## src/rtl/core/ppd_pkg.sv

```systemverilog
`timescale 1ns / 1ps
// ----------------------------------------------------------------------------
// ppd_pkg
// Shared constants, types and helper functions of the packed permutation
// decoder: deck geometry, controller command and status bundles, FSM states.
// ----------------------------------------------------------------------------
package ppd_pkg;

  // Deck geometry
  localparam int DECK_SIZE  = 52;
  localparam int CARD_W     = 6;
  localparam int POS_W      = 6;
  localparam int RANK_W     = 6;
  localparam int REM_W      = $clog2(DECK_SIZE + 1);
  localparam int FW_W       = 3;
  localparam int BYTE_W     = 8;
  localparam int BCNT_W     = 4;

  // Select unit walks the mask one byte-wide chunk per cycle
  localparam int CHUNK_W    = 8;
  localparam int LO_W       = 3;
  localparam int CI_W       = CARD_W - LO_W;
  localparam int NCHUNK     = (DECK_SIZE + CHUNK_W - 1) / CHUNK_W;
  localparam int MASK_PAD_W = NCHUNK * CHUNK_W;

  typedef enum logic [1:0] {
    ST_IDLE,
    ST_SHIFT,
    ST_SEARCH,
    ST_EMIT
  } ppd_state_e;

  // Controller -> datapath
  typedef struct packed {
    logic load;   // take the input byte
    logic shift;  // consume one stream bit
    logic step;   // one chunk of the index search
    logic emit;   // write a result, retire the selected index
  } ppd_cmd_t;

  // Datapath -> controller
  typedef struct packed {
    logic bits_done;   // no stream bits left in the current byte
    logic finished;    // permutation complete
    logic field_done;  // the bit being shifted completes a rank field
    logic hit;         // search found the index this cycle
    logic flush_next;  // after this emit only a zero-width field remains
    logic out_free;    // output register can take a result
  } ppd_sts_t;

  // Field width for r remaining indices: ceil(log2(r)), capped at six
  function automatic logic [FW_W-1:0] width_for(logic [REM_W-1:0] r);
    logic [FW_W-1:0] w;
    w = FW_W'(6);
    for (int k = 6; k >= 0; k--) begin
      if ((1 << k) >= int'(r)) w = FW_W'(k);
    end
    return w;
  endfunction

  // Number of set bits in one chunk
  function automatic logic [BCNT_W-1:0] popcnt8(logic [CHUNK_W-1:0] v);
    logic [BCNT_W-1:0] c;
    c = '0;
    for (int i = 0; i < CHUNK_W; i++) c = c + BCNT_W'(v[i]);
    return c;
  endfunction

  // Position of the n-th set bit of a chunk, counting from bit 0
  function automatic logic [LO_W-1:0] nth_set8(logic [CHUNK_W-1:0] v,
                                               logic [LO_W-1:0] n);
    logic [BCNT_W-1:0] seen;
    logic [LO_W-1:0]   pos;
    logic              found;
    seen  = '0;
    pos   = '0;
    found = 1'b0;
    for (int i = 0; i < CHUNK_W; i++) begin
      if (v[i] && !found) begin
        if (seen == BCNT_W'(n)) begin
          pos   = LO_W'(i);
          found = 1'b1;
        end
        seen = seen + 1'b1;
      end
    end
    return pos;
  endfunction

endpackage

```

## src/rtl/core/ppd_select.sv

```systemverilog
`timescale 1ns / 1ps
// ----------------------------------------------------------------------------
// ppd_select
// Finds the rank-th set bit of the availability mask, one 8-bit chunk per step
// cycle from index 0 upward. Rank is counted down by each chunk's popcount.
// ----------------------------------------------------------------------------
module ppd_select (
  input  logic                          clk_i,
  input  logic                          rst_ni,
  input  logic                          start_i,
  input  logic [ppd_pkg::RANK_W-1:0]    rank_i,
  input  logic                          step_i,
  input  logic [ppd_pkg::DECK_SIZE-1:0] mask_i,
  output logic                          hit_o,
  output logic [ppd_pkg::CARD_W-1:0]    sel_o
);
  import ppd_pkg::*;

  logic [RANK_W-1:0]     rank_q, rank_d;
  logic [CI_W-1:0]       ci_q, ci_d;
  logic [MASK_PAD_W-1:0] mask_pad;
  logic [CHUNK_W-1:0]    chunk;
  logic [BCNT_W-1:0]     cnt;

  // Current chunk of the zero-padded mask
  always_comb begin
    mask_pad = MASK_PAD_W'(mask_i);
    chunk    = '0;
    for (int c = 0; c < NCHUNK; c++) begin
      if (ci_q == CI_W'(c)) chunk = mask_pad[c*CHUNK_W +: CHUNK_W];
    end
    cnt = popcnt8(chunk);
  end

  assign hit_o = rank_q < RANK_W'(cnt);
  assign sel_o = {ci_q, nth_set8(chunk, rank_q[LO_W-1:0])};

  // Search pointer and leftover rank
  always_comb begin
    rank_d = rank_q;
    ci_d   = ci_q;
    if (start_i) begin
      rank_d = rank_i;
      ci_d   = '0;
    end else if (step_i && !hit_o) begin
      rank_d = rank_q - RANK_W'(cnt);
      ci_d   = ci_q + 1'b1;
    end
  end

  always_ff @(posedge clk_i or negedge rst_ni) begin
    if (!rst_ni) begin
      rank_q <= '0;
      ci_q   <= '0;
    end else begin
      rank_q <= rank_d;
      ci_q   <= ci_d;
    end
  end

endmodule

```

## src/rtl/core/ppd_datapath.sv

```systemverilog
`timescale 1ns / 1ps
// ----------------------------------------------------------------------------
// ppd_datapath
// Stream bit shifter, rank accumulator, deck bookkeeping (mask, remaining
// count, fill position), index search unit and the output register.
// ----------------------------------------------------------------------------
module ppd_datapath (
  input  logic                        clk_i,
  input  logic                        rst_ni,
  input  ppd_pkg::ppd_cmd_t           cmd_i,
  output ppd_pkg::ppd_sts_t           sts_o,
  input  logic [ppd_pkg::BYTE_W-1:0]  stream_byte_i,
  input  logic                        first_byte_i,
  output logic                        out_valid_o,
  input  logic                        out_stall_i,
  output logic [ppd_pkg::CARD_W-1:0]  card_index_o,
  output logic [ppd_pkg::POS_W-1:0]   deck_position_o,
  output logic                        last_o,
  output logic                        bad_rank_o
);
  import ppd_pkg::*;

  localparam logic [DECK_SIZE-1:0] MASK_FULL = '1;

  logic [BYTE_W-1:0]    sh_q, sh_d;
  logic [BCNT_W-1:0]    left_q, left_d;
  logic [RANK_W-1:0]    acc_q, acc_d;
  logic [FW_W-1:0]      gath_q, gath_d;
  logic [FW_W-1:0]      width_q, width_d;
  logic [REM_W-1:0]     rem_q, rem_d;
  logic [POS_W-1:0]     fill_q, fill_d;
  logic                 fin_q, fin_d;
  logic [DECK_SIZE-1:0] mask_q, mask_d;
  logic                 bad_q, bad_d;
  logic [CARD_W-1:0]    sel_q;

  logic                 out_valid_q;
  logic [CARD_W-1:0]    card_q;
  logic [POS_W-1:0]     pos_q;
  logic                 last_q;
  logic                 badr_q;

  logic [RANK_W-1:0]    acc_nx;
  logic [FW_W:0]        gath_nx;
  logic                 field_done;
  logic                 bad_nx;
  logic                 sel_start;
  logic [RANK_W-1:0]    sel_rank;
  logic                 sel_hit;
  logic [CARD_W-1:0]    sel_idx;
  logic                 is_last;
  logic [REM_W-1:0]     rem_dec;

  // Next rank bit and field completion
  assign acc_nx     = {acc_q[RANK_W-2:0], sh_q[BYTE_W-1]};
  assign gath_nx    = {1'b0, gath_q} + 1'b1;
  assign field_done = gath_nx >= {1'b0, width_q};
  assign bad_nx     = REM_W'(acc_nx) >= rem_q;
  assign is_last    = rem_q <= REM_W'(1);
  assign rem_dec    = rem_q - 1'b1;

  // Search start: on a completed field, or for the trailing zero-width field
  assign sel_start = (cmd_i.shift && field_done) || (cmd_i.emit && sts_o.flush_next);
  assign sel_rank  = (cmd_i.shift && bad_nx) ? RANK_W'(rem_dec) :
                     cmd_i.shift ? acc_nx : '0;

  ppd_select u_select (
    .clk_i  (clk_i),
    .rst_ni (rst_ni),
    .start_i(sel_start),
    .rank_i (sel_rank),
    .step_i (cmd_i.step),
    .mask_i (mask_q),
    .hit_o  (sel_hit),
    .sel_o  (sel_idx)
  );

  // Status to the controller
  always_comb begin
    sts_o.bits_done  = left_q == '0;
    sts_o.finished   = fin_q;
    sts_o.field_done = field_done;
    sts_o.hit        = sel_hit;
    sts_o.flush_next = rem_q == REM_W'(2);
    sts_o.out_free   = !out_valid_q || !out_stall_i;
  end

  // Decoder state update
  always_comb begin
    sh_d    = sh_q;
    left_d  = left_q;
    acc_d   = acc_q;
    gath_d  = gath_q;
    width_d = width_q;
    rem_d   = rem_q;
    fill_d  = fill_q;
    fin_d   = fin_q;
    mask_d  = mask_q;
    bad_d   = bad_q;
    if (cmd_i.load) begin
      if (first_byte_i) begin
        sh_d    = {stream_byte_i[0], {(BYTE_W-1){1'b0}}};
        left_d  = BCNT_W'(1);
        acc_d   = '0;
        gath_d  = '0;
        width_d = width_for(REM_W'(DECK_SIZE));
        rem_d   = REM_W'(DECK_SIZE);
        fill_d  = '0;
        fin_d   = 1'b0;
        mask_d  = MASK_FULL;
      end else begin
        sh_d    = stream_byte_i;
        left_d  = BCNT_W'(BYTE_W);
      end
    end
    if (cmd_i.shift) begin
      sh_d   = {sh_q[BYTE_W-2:0], 1'b0};
      left_d = left_q - 1'b1;
      acc_d  = acc_nx;
      gath_d = gath_nx[FW_W-1:0];
      if (field_done) bad_d = bad_nx;
    end
    if (cmd_i.emit) begin
      mask_d = mask_q & ~(DECK_SIZE'(1) << sel_q);
      acc_d  = '0;
      gath_d = '0;
      bad_d  = 1'b0;
      if (is_last) begin
        fin_d   = 1'b1;
        rem_d   = '0;
        width_d = '0;
      end else begin
        fill_d  = fill_q + 1'b1;
        rem_d   = rem_dec;
        width_d = width_for(rem_dec);
      end
    end
  end

  always_ff @(posedge clk_i or negedge rst_ni) begin
    if (!rst_ni) begin
      left_q  <= '0;
      acc_q   <= '0;
      gath_q  <= '0;
      width_q <= width_for(REM_W'(DECK_SIZE));
      rem_q   <= REM_W'(DECK_SIZE);
      fill_q  <= '0;
      fin_q   <= 1'b0;
      mask_q  <= MASK_FULL;
      bad_q   <= 1'b0;
    end else begin
      left_q  <= left_d;
      acc_q   <= acc_d;
      gath_q  <= gath_d;
      width_q <= width_d;
      rem_q   <= rem_d;
      fill_q  <= fill_d;
      fin_q   <= fin_d;
      mask_q  <= mask_d;
      bad_q   <= bad_d;
    end
  end

  // Byte shifter and found index: payload only
  always_ff @(posedge clk_i) begin
    sh_q <= sh_d;
    if (cmd_i.step && sel_hit) sel_q <= sel_idx;
  end

  // Output register
  always_ff @(posedge clk_i or negedge rst_ni) begin
    if (!rst_ni) begin
      out_valid_q <= 1'b0;
    end else if (cmd_i.emit) begin
      out_valid_q <= 1'b1;
    end else if (!out_stall_i) begin
      out_valid_q <= 1'b0;
    end
  end

  always_ff @(posedge clk_i) begin
    if (cmd_i.emit) begin
      card_q <= sel_q;
      pos_q  <= fill_q;
      last_q <= is_last;
      badr_q <= bad_q;
    end
  end

  assign out_valid_o     = out_valid_q;
  assign card_index_o    = card_q;
  assign deck_position_o = pos_q;
  assign last_o          = last_q;
  assign bad_rank_o      = badr_q;

endmodule

```

## src/rtl/core/ppd_ctrl.sv

```systemverilog
`timescale 1ns / 1ps
// ----------------------------------------------------------------------------
// ppd_ctrl
// Sequencer: takes a byte, shifts its bits one per cycle, runs the index
// search on each completed field and writes each result out.
// ----------------------------------------------------------------------------
module ppd_ctrl (
  input  logic              clk_i,
  input  logic              rst_ni,
  input  logic              in_valid_i,
  output logic              in_stall_o,
  input  ppd_pkg::ppd_sts_t sts_i,
  output ppd_pkg::ppd_cmd_t cmd_o
);
  import ppd_pkg::*;

  ppd_state_e state_q, state_d;

  always_ff @(posedge clk_i or negedge rst_ni) begin
    if (!rst_ni) begin
      state_q <= ST_IDLE;
    end else begin
      state_q <= state_d;
    end
  end

  // Next state and commands
  always_comb begin
    state_d    = state_q;
    cmd_o      = '0;
    in_stall_o = 1'b1;
    unique case (state_q)
      ST_IDLE: begin
        in_stall_o = 1'b0;
        if (in_valid_i) begin
          cmd_o.load = 1'b1;
          state_d    = ST_SHIFT;
        end
      end
      ST_SHIFT: begin
        if (sts_i.bits_done || sts_i.finished) begin
          state_d = ST_IDLE;
        end else begin
          cmd_o.shift = 1'b1;
          if (sts_i.field_done) state_d = ST_SEARCH;
        end
      end
      ST_SEARCH: begin
        cmd_o.step = 1'b1;
        if (sts_i.hit) state_d = ST_EMIT;
      end
      ST_EMIT: begin
        if (sts_i.out_free) begin
          cmd_o.emit = 1'b1;
          state_d    = sts_i.flush_next ? ST_SEARCH : ST_SHIFT;
        end
      end
      default: state_d = ST_IDLE;
    endcase
  end

endmodule

```

## src/rtl/core/packed_permutation_decoder_core.sv

```systemverilog
`timescale 1ns / 1ps
// ----------------------------------------------------------------------------
// packed_permutation_decoder_core
// Unranks a packed byte stream into a permutation of deck indices.
// ----------------------------------------------------------------------------
// Input channel: in_valid_i / in_stall_o with stream_byte_i and first_byte_i.
// A transfer with first_byte_i set restarts decoding and contributes only bit
// 0; other bytes contribute eight bits, MSB first. Output channel:
// out_valid_o / out_stall_i with card_index_o, deck_position_o, last_o and
// bad_rank_o; one byte yields zero to five result transfers.
// One byte is handled at a time: the input stalls from its transfer until
// all its bits are consumed or the permutation completes. Bits are shifted
// one per cycle; each completed field pauses the shifting for an index
// search (one 8-bit mask chunk per cycle) and the write of its result.
// A stalled output holds its result and the sequencer waits before writing
// the next one. Reset clears the mask to all available and starts at the
// first field of a fresh permutation, with no result pending.
// ----------------------------------------------------------------------------
module packed_permutation_decoder_core (
  input  logic                        clk_i,
  input  logic                        rst_ni,
  input  logic                        in_valid_i,
  output logic                        in_stall_o,
  input  logic [ppd_pkg::BYTE_W-1:0]  stream_byte_i,
  input  logic                        first_byte_i,
  output logic                        out_valid_o,
  input  logic                        out_stall_i,
  output logic [ppd_pkg::CARD_W-1:0]  card_index_o,
  output logic [ppd_pkg::POS_W-1:0]   deck_position_o,
  output logic                        last_o,
  output logic                        bad_rank_o
);
  import ppd_pkg::*;

  ppd_cmd_t cmd;
  ppd_sts_t sts;

  ppd_ctrl u_ctrl (
    .clk_i     (clk_i),
    .rst_ni    (rst_ni),
    .in_valid_i(in_valid_i),
    .in_stall_o(in_stall_o),
    .sts_i     (sts),
    .cmd_o     (cmd)
  );

  ppd_datapath u_datapath (
    .clk_i          (clk_i),
    .rst_ni         (rst_ni),
    .cmd_i          (cmd),
    .sts_o          (sts),
    .stream_byte_i  (stream_byte_i),
    .first_byte_i   (first_byte_i),
    .out_valid_o    (out_valid_o),
    .out_stall_i    (out_stall_i),
    .card_index_o   (card_index_o),
    .deck_position_o(deck_position_o),
    .last_o         (last_o),
    .bad_rank_o     (bad_rank_o)
  );

endmodule

```

## config.mk

```make
export PLATFORM = sky130hd
export DESIGN_NAME = packed_permutation_decoder_core
export DESIGN_NICKNAME = d
export VERILOG_FILES = /design/src/rtl/core/ppd_pkg.sv /design/src/rtl/core/ppd_select.sv /design/src/rtl/core/ppd_datapath.sv /design/src/rtl/core/ppd_ctrl.sv /design/src/rtl/core/packed_permutation_decoder_core.sv
export SDC_FILE = /design/constraint.sdc
export NUM_CORES = 1
export LEC_CHECK = 0
export BUFFER_PORTS_ARGS = -buffer_cell sky130_fd_sc_hd__buf_2
export CAP_MARGIN = 10
export CORE_MARGIN = 2
export CORE_UTILIZATION = 30
export CTS_CLUSTER_DIAMETER = 120
export CTS_CLUSTER_SIZE = 14
export DETAILED_ROUTE_END_ITERATION = 12
export PLACE_DENSITY = 0.47
export SYNTH_ARGS = -nofsm -noshare
export SYNTH_HDL_FRONTEND = slang
export SYNTH_SLANG_ARGS = --single-unit
```

## constraint.sdc

```tcl
create_clock -name clk_i -period 6.8 [get_ports clk_i]
set_input_delay 1.36 -clock clk_i [delete_from_list [all_inputs] [get_ports clk_i]]
set_output_delay 1.36 -clock clk_i [all_outputs]
set_load 0.05 [all_outputs]
```

Yosys cells after proc, flatten, opt, wreduce, memory -nomap -nowiden
Cells that the tools add are included.
Word-level totals
  bits of input ports: 13
  word-level logic and storage cells: 222
  bits in registers: 121
  output and inout port bits: 16
Cells by class
  shift-type cells: 1
  reductions and logical operators: 41
  muxes and demuxes: 107
  bitwise logic cells: 2
  magnitude comparators: 10
  equality and inequality tests: 22
  add/sub/neg operators: 19
Operators by type and width (count)
  2-to-1 mux 52 bit: 3
  2-to-1 mux 8 bit: 10
  2-to-1 mux 3 bit: 26
  2-to-1 mux 6 bit: 12
  AND 52 bit: 1
  inverter 52 bit: 1
  << shifter 1 x 6 -> 52 bit, first input constant: 1
  2-to-1 mux 4 bit: 9
  2-to-1 mux 1 bit: 34
  == test 4 x 3 -> 1 bit: 7
  adder 4 x 1 -> 4 bit, second input constant: 6
  2-to-1 mux 5 bit: 4
  adder 4 x 1 -> 4 bit: 4
  2-to-1 mux 2 bit: 8
  logical AND 1 bit: 12
  nonzero test 2 bit: 6
  logical NOT 1 bit: 10
  == test 3 bit, second input constant: 3
  one-hot mux 2 bit (4 select lines): 1
  adder 6 x 1 -> 6 bit, second input constant: 1
  == test 3 x 2 -> 1 bit, second input constant: 2
  == test 6 x 2 -> 1 bit, second input constant: 1
  greater-or-equal comparator 1 x 6 -> 1 bit, first input constant: 1
  greater-or-equal comparator 2 x 6 -> 1 bit, first input constant: 1
  other kinds (29): 38

Depth between registers and ports, before layout
  depth in word-level cells: 30
  mapped depth: 32
  mapped depth without buffers: 29

Cells and area by module
A second synthesis with hierarchy kept.
Unflattened totals
  cell total of the unflattened synthesis: 871
  area, all modules: 7971.4 sq um
Modules (own cells, without submodules)
  ppd_datapath: area each 5139.9 sq um, instances 1, seq. area each 2954.1 sq um, cells an instance 495
  ppd_select: area each 2682.6 sq um, instances 1, seq. area each 225.2 sq um, cells an instance 357
  ppd_ctrl: area each 148.9 sq um, instances 1, seq. area each 50.0 sq um, cells an instance 19

Worst setup path before layout
OpenSTA, ideal clock, no wires.
  path kind: register to register
  start point: register u_datapath.u_select.ci_q[2]
  end point: register u_datapath.sel_q[1], data pin
  clock period less this slack: 6.212 ns
  required time: 6.638 ns
  cell stages (with the launch flop): 31
  setup time: 0.162 ns
  path slack: 0.588 ns
  data arrival time: 6.050 ns
  path buffers: 3
  path through: dfrtp_1 -> buf_2 -> inv_1 -> ha_1 -> buf_2 -> nor2_2 -> o221ai_2 -> a211oi_1 -> nor2_1 -> ha_1 -> clkbuf_1 -> xnor2_1 -> inv_1 -> ha_1 -> a211oi_1 -> o21a_1 -> nor2_1 -> ha_1 -> nand2_1 -> a21oi_1 -> a21o_1 -> ha_1 -> inv_1 -> a21oi_1 -> ha_1 -> nor2b_1 -> xnor3_1 -> or3_1 -> a2111oi_2 -> o21bai_1 -> o2111ai_1
On the way
  longest elaborated chain between the ends: 30
  elaborated cells between the ends (all ways): 73
  classes of those cells: add/sub (6); eq/ne (13); mux (39); reduce/logical (15)
Ends and longest elaborated chain
  start, declared: RTL line ppd_select.sv:20  | logic [CI_W-1:0] ci_q, ci_d;
  start signal, assigned: RTL line ppd_select.sv:57  | ci_q <= ci_d;
  logical NOT 3 bit: RTL line ppd_select.sv:30  | if (ci_q == CI_W'(c)) chunk = mask_pad[c*CHUNK_W +: CHUNK_W];
  2-to-1 mux 8 bit (6 in a row): RTL line ppd_select.sv:30
  2-to-1 mux 8 bit (*): RTL line ppd_select.sv:30
  parallel branches: the longest is 21 deep, another holds adder 4 x 1 -> 4 bit
  2-to-1 mux 3 bit (*): RTL line ppd_pkg.sv:79  | if (v[i] && !found) begin
  via u_datapath.sel_idx[1]: RTL line ppd_datapath.sv:50  | logic [CARD_W-1:0] sel_idx;
  end signal, assigned: RTL line ppd_datapath.sv:167  | if (cmd_i.step && sel_hit) sel_q <= sel_idx;
  end, declared: RTL line ppd_datapath.sv:35  | logic [CARD_W-1:0] sel_q;
Mark *: on every way through the listed nets, which the timed path passes.
A chain may end at the register's enable or synchronous reset.

Worst setup path in the final report
  start point: register u_datapath.u_select.ci_q[0]
  end point: register u_ctrl.state_q[1]
On the way
  longest elaborated chain between the ends: 18
  elaborated cells between the ends (all ways): 24
  classes of those cells: add/sub (7); order compare (1); eq/ne (7); mux (7); reduce/logical (2)
Ends and longest elaborated chain
  logical NOT 3 bit: RTL line ppd_select.sv:30
  2-to-1 mux 8 bit (6 in a row): RTL line ppd_select.sv:30
  2-to-1 mux 8 bit (*): RTL line ppd_select.sv:30
  adder 1 x 1 -> 2 bit: RTL line ppd_pkg.sv:65  | for (int i = 0; i < CHUNK_W; i++) c = c + BCNT_W'(v[i]);
  adder 2 x 1 -> 3 bit: RTL line ppd_pkg.sv:65
  adder 3 x 1 -> 4 bit: RTL line ppd_pkg.sv:65
  adder 4 x 1 -> 4 bit (3 in a row): RTL line ppd_pkg.sv:65
  adder 4 x 1 -> 4 bit (*): RTL line ppd_pkg.sv:65
  less-than comparator 6 x 4 -> 1 bit (*): RTL line ppd_select.sv:35  | assign hit_o = rank_q < RANK_W'(cnt);
  != test 2 x 1 -> 1 bit (no source line) (*)
  AND reduction 4 bit (no source line) (*)
  end signal, assigned: RTL line ppd_ctrl.sv:23  | state_q <= state_d;
  end, declared: RTL line ppd_ctrl.sv:17  | ppd_state_e state_q, state_d;
Every way passes the cells marked *; elsewhere a longest branch is shown, timed or not.

==> results.cfg <==
[place]
gp_congestion = 0.831
port_buffers = 28
post-dp-hpwl_microns = 14000

[finish]
multiInputGateArea_sq_mm = 0.00397
final_layout_size_suffix_gt1_share_pct = 20.1
antenna_cells = 0
fill_cells = 2488
seq_area_sq_mm = 0.00323
nNetsFinal = 892
final_common_cell = nand2_1
final_cell_mix = nand2_1, o21ai_0, dfstp_2
area_growth_pct = 15.9

[critical_path]
timing.rr.end = u_ctrl.state_q[1]$_DFFE_PN0P_
required_ps = 7090
worstPathArrival_ps = 6650
criticalPathCategory = flop to flop
startpoint_type = flop
crit_path_end_kind = flop
r2r-start = u_datapath.u_select.ci_q[0]$_DFFE_PN0P_
reg2reg_setup_slack_ps = 450
path_max_fanout = 13
reg2reg_depth = 23

[drt]
vias_per_cell = 5.11
wl_microns = 20200
first_iter_violations = 382
vias = 6010
drc_errors = 0
firstDrtPassIters = 5
ant_nets = 0
wl_per_cell_microns = 17.1

[die]
io-pin-count = 29
core_sq_mm = 0.0244
dieWidth_microns = 162
row_count = 57
die_h_microns = 162
fp.dieArea_sq_mm = 0.0262
start_util_pct = 30.6

[synth]
synth_cells = 808
synth_cell_type_count = 79
synthFlopType = dfstp_2
ys_top_cells_by_area = dfstp_2, dfrtp_1, edfxtp_1, nand2_1, ha_1
ys.warnings.count = 0
syn_area_sq_mm = 0.00747
synth_top_cell_by_area = dfstp_2
yosysSeqAreaShare_pct = 43.2
syn_area_per_cell_sq_um = 9.25
syn_nets = 861
ys_seq_elements = 121
synth_top_area_share_pct = 20.0
synth_edf_count = 27
async_flop_share_pct = 76.9

[cts]
hold_buffers = 0
cts_made_buffers = 17
clock_path_buffers = 2
htreeDepth = 4
clk_latency_ps = 420
cts_tree = built
clk_pin_slew_ps = 60
cts.sinks = 121
cts-root-buf = clkbuf_16

[timing]
setup_tns_ps = 0
fin_worst_skew_ps = 15.3
setup_violations = 0
min_period_over_period_pct = 93.5
max_freq_ghz = 0.157
finalHoldViolations = 0
tightest_slew_ps = 866
slew_headroom_pct = 42.3
drv_slew = 0
rsz0062_at_grt = false
fin_crit_ps = 6350

[grt]
grt_pass1_vias = 6037
antenna_found_initial = 0
grt_first_pass_wirelength_microns = 32900
grt_usage_pct = 15.9
grt_max_degree = 59
gr-total-overflow = 0

[outcome]
status = finished clean

[hold_path]
whs_path_depth = 2
hp-start = u_datapath.mask_q[14]$_DFFE_PN1P_
whs_endpoint = u_datapath.mask_q[14]$_DFFE_PN1P_
hp-class = flop to flop

[flow_run]
drv_cap = 0
worst max-delay path, cell delays in order, from the launching register on:
cell	delay [ps]
dfrtp_1	430
inv_1	90
ha_2	280
buf_4	210
a21oi_1	140
a2111oi_1	110
a221oi_2	430
inv_1	200
fa_1	510
inv_1	50
fa_1	460
fa_1	500
inv_1	50
ha_1	200
fa_1	490
inv_1	70
fa_1	430
a21o_1	170
a21oi_1	170
nand2_1	110
and3_1	310
or4_1	600
o21ai_0	170
nand2_1	60
timing repair:
action | 4_1_cts | 5_1_grt
hold endpoints to repair | 0 | 0
setup endpoints to repair | 0 | 4
resized for setup | 0 | 8
setup buffers | 0 | 0
cell usage after synthesis (13+ instances only):
cell type	n
xnor2_1	22
ha_1	35
a21o_1	16
edfxtp_1	27
dfstp_2	57
nor3_1	13
nand2_1	127
a21oi_1	30
nor2_1	50
o21ai_0	87
dfrtp_1	36
inv_1	36
clkbuf_1	21
nand3_1	32
metrics by stage:
stage / hold slack, ps / instance area (sq um) / setup slack, ps / cells / util, %
2_1_floorplan: 424 / 7470 / 588 / 808 / -
3_3_place_gp: 463 / 8020 / 377 / 1144 / 32.9
5_1_grt: 483 / 8660 / 25.2 / 1176 / 35.5
3_5_place_dp: 469 / 8020 / 282 / 1144 / 32.9
4_1_cts: 476 / 8630 / 234 / 1176 / 35.4
6_report: 475 / 8660 / 445 / 1176 / 35.5
state kept, by name (all words and copies together), names as in the netlist:
register                    cells
u_datapath.out_valid_o          1
u_datapath.acc_q                5
u_datapath.mask_q              52
u_datapath.card_index_o         6
u_datapath.deck_position_o      6
u_datapath.bad_rank_o           1
u_datapath.u_select.ci_q        3
u_datapath.last_o               1
u_datapath.sh_q                 8
u_datapath.rem_q                6
u_datapath.bad_q                1
u_ctrl.state_q                  2
u_datapath.u_select.rank_q      6
u_datapath.width_q              3
u_datapath.fin_q                1
u_datapath.sel_q                6
u_datapath.fill_q               6
u_datapath.left_q               4
u_datapath.gath_q               3
layer usage:
| metal | wire (microns) | global-route usage, % |
|---|---|---|
| met4 | 282 | 4.59 |
| met2 | 9470 | 25.7 |
| met5 | 0 | 0 |
| met1 | 9730 | 21.9 |
| met3 | 672 | 2.78 |
cell families (layout without fill, tap and decap cells):
| family | after synthesis | in the layout | share of synthesized area (%) |
|---|---|---|---|
| simple gates | 297 | 297 | 19.0 |
| compound gates | 232 | 232 | 21.0 |
| fa+ha+maj | 40 | 40 | 7.20 |
| mux | 12 | 12 | 1.64 |
| buf+inv | 76 | 120 | 4.22 |
| xor+xnor | 30 | 30 | 3.70 |
| flops | 121 | 121 | 43.2 |
layout make-up:
class                           instances  share of cell area (%)
Clock buffer                           20                    5.04
Clock inverter                         12                    2.01
Inverter                               39                    1.69
Multi-Input combinational cell        611                    45.8
Sequential cell                       121                    37.3
Tap cell                              324                    4.68
Timing Repair Buffer                   49                    3.47
how the worst max path moves through the flow:
stage                                                 start                             to
floorplan           u_datapath.u_select.ci_q[2]$_DFFE_PN0P_  u_datapath.sel_q[1]$_DFFE_PP_
global placement    u_datapath.u_select.ci_q[0]$_DFFE_PN0P_  u_ctrl.state_q[1]$_DFFE_PN0P_
detailed placement  u_datapath.u_select.ci_q[0]$_DFFE_PN0P_  u_datapath.sel_q[1]$_DFFE_PP_
CTS                 u_datapath.u_select.ci_q[0]$_DFFE_PN0P_  u_datapath.sel_q[1]$_DFFE_PP_
global route        u_datapath.u_select.ci_q[0]$_DFFE_PN0P_  u_datapath.sel_q[1]$_DFFE_PP_
finish              u_datapath.u_select.ci_q[0]$_DFFE_PN0P_  u_ctrl.state_q[1]$_DFFE_PN0P_
Power is not shown: default switching activity piles up to over one toggle a cycle in this logic, so the estimate is an artifact.
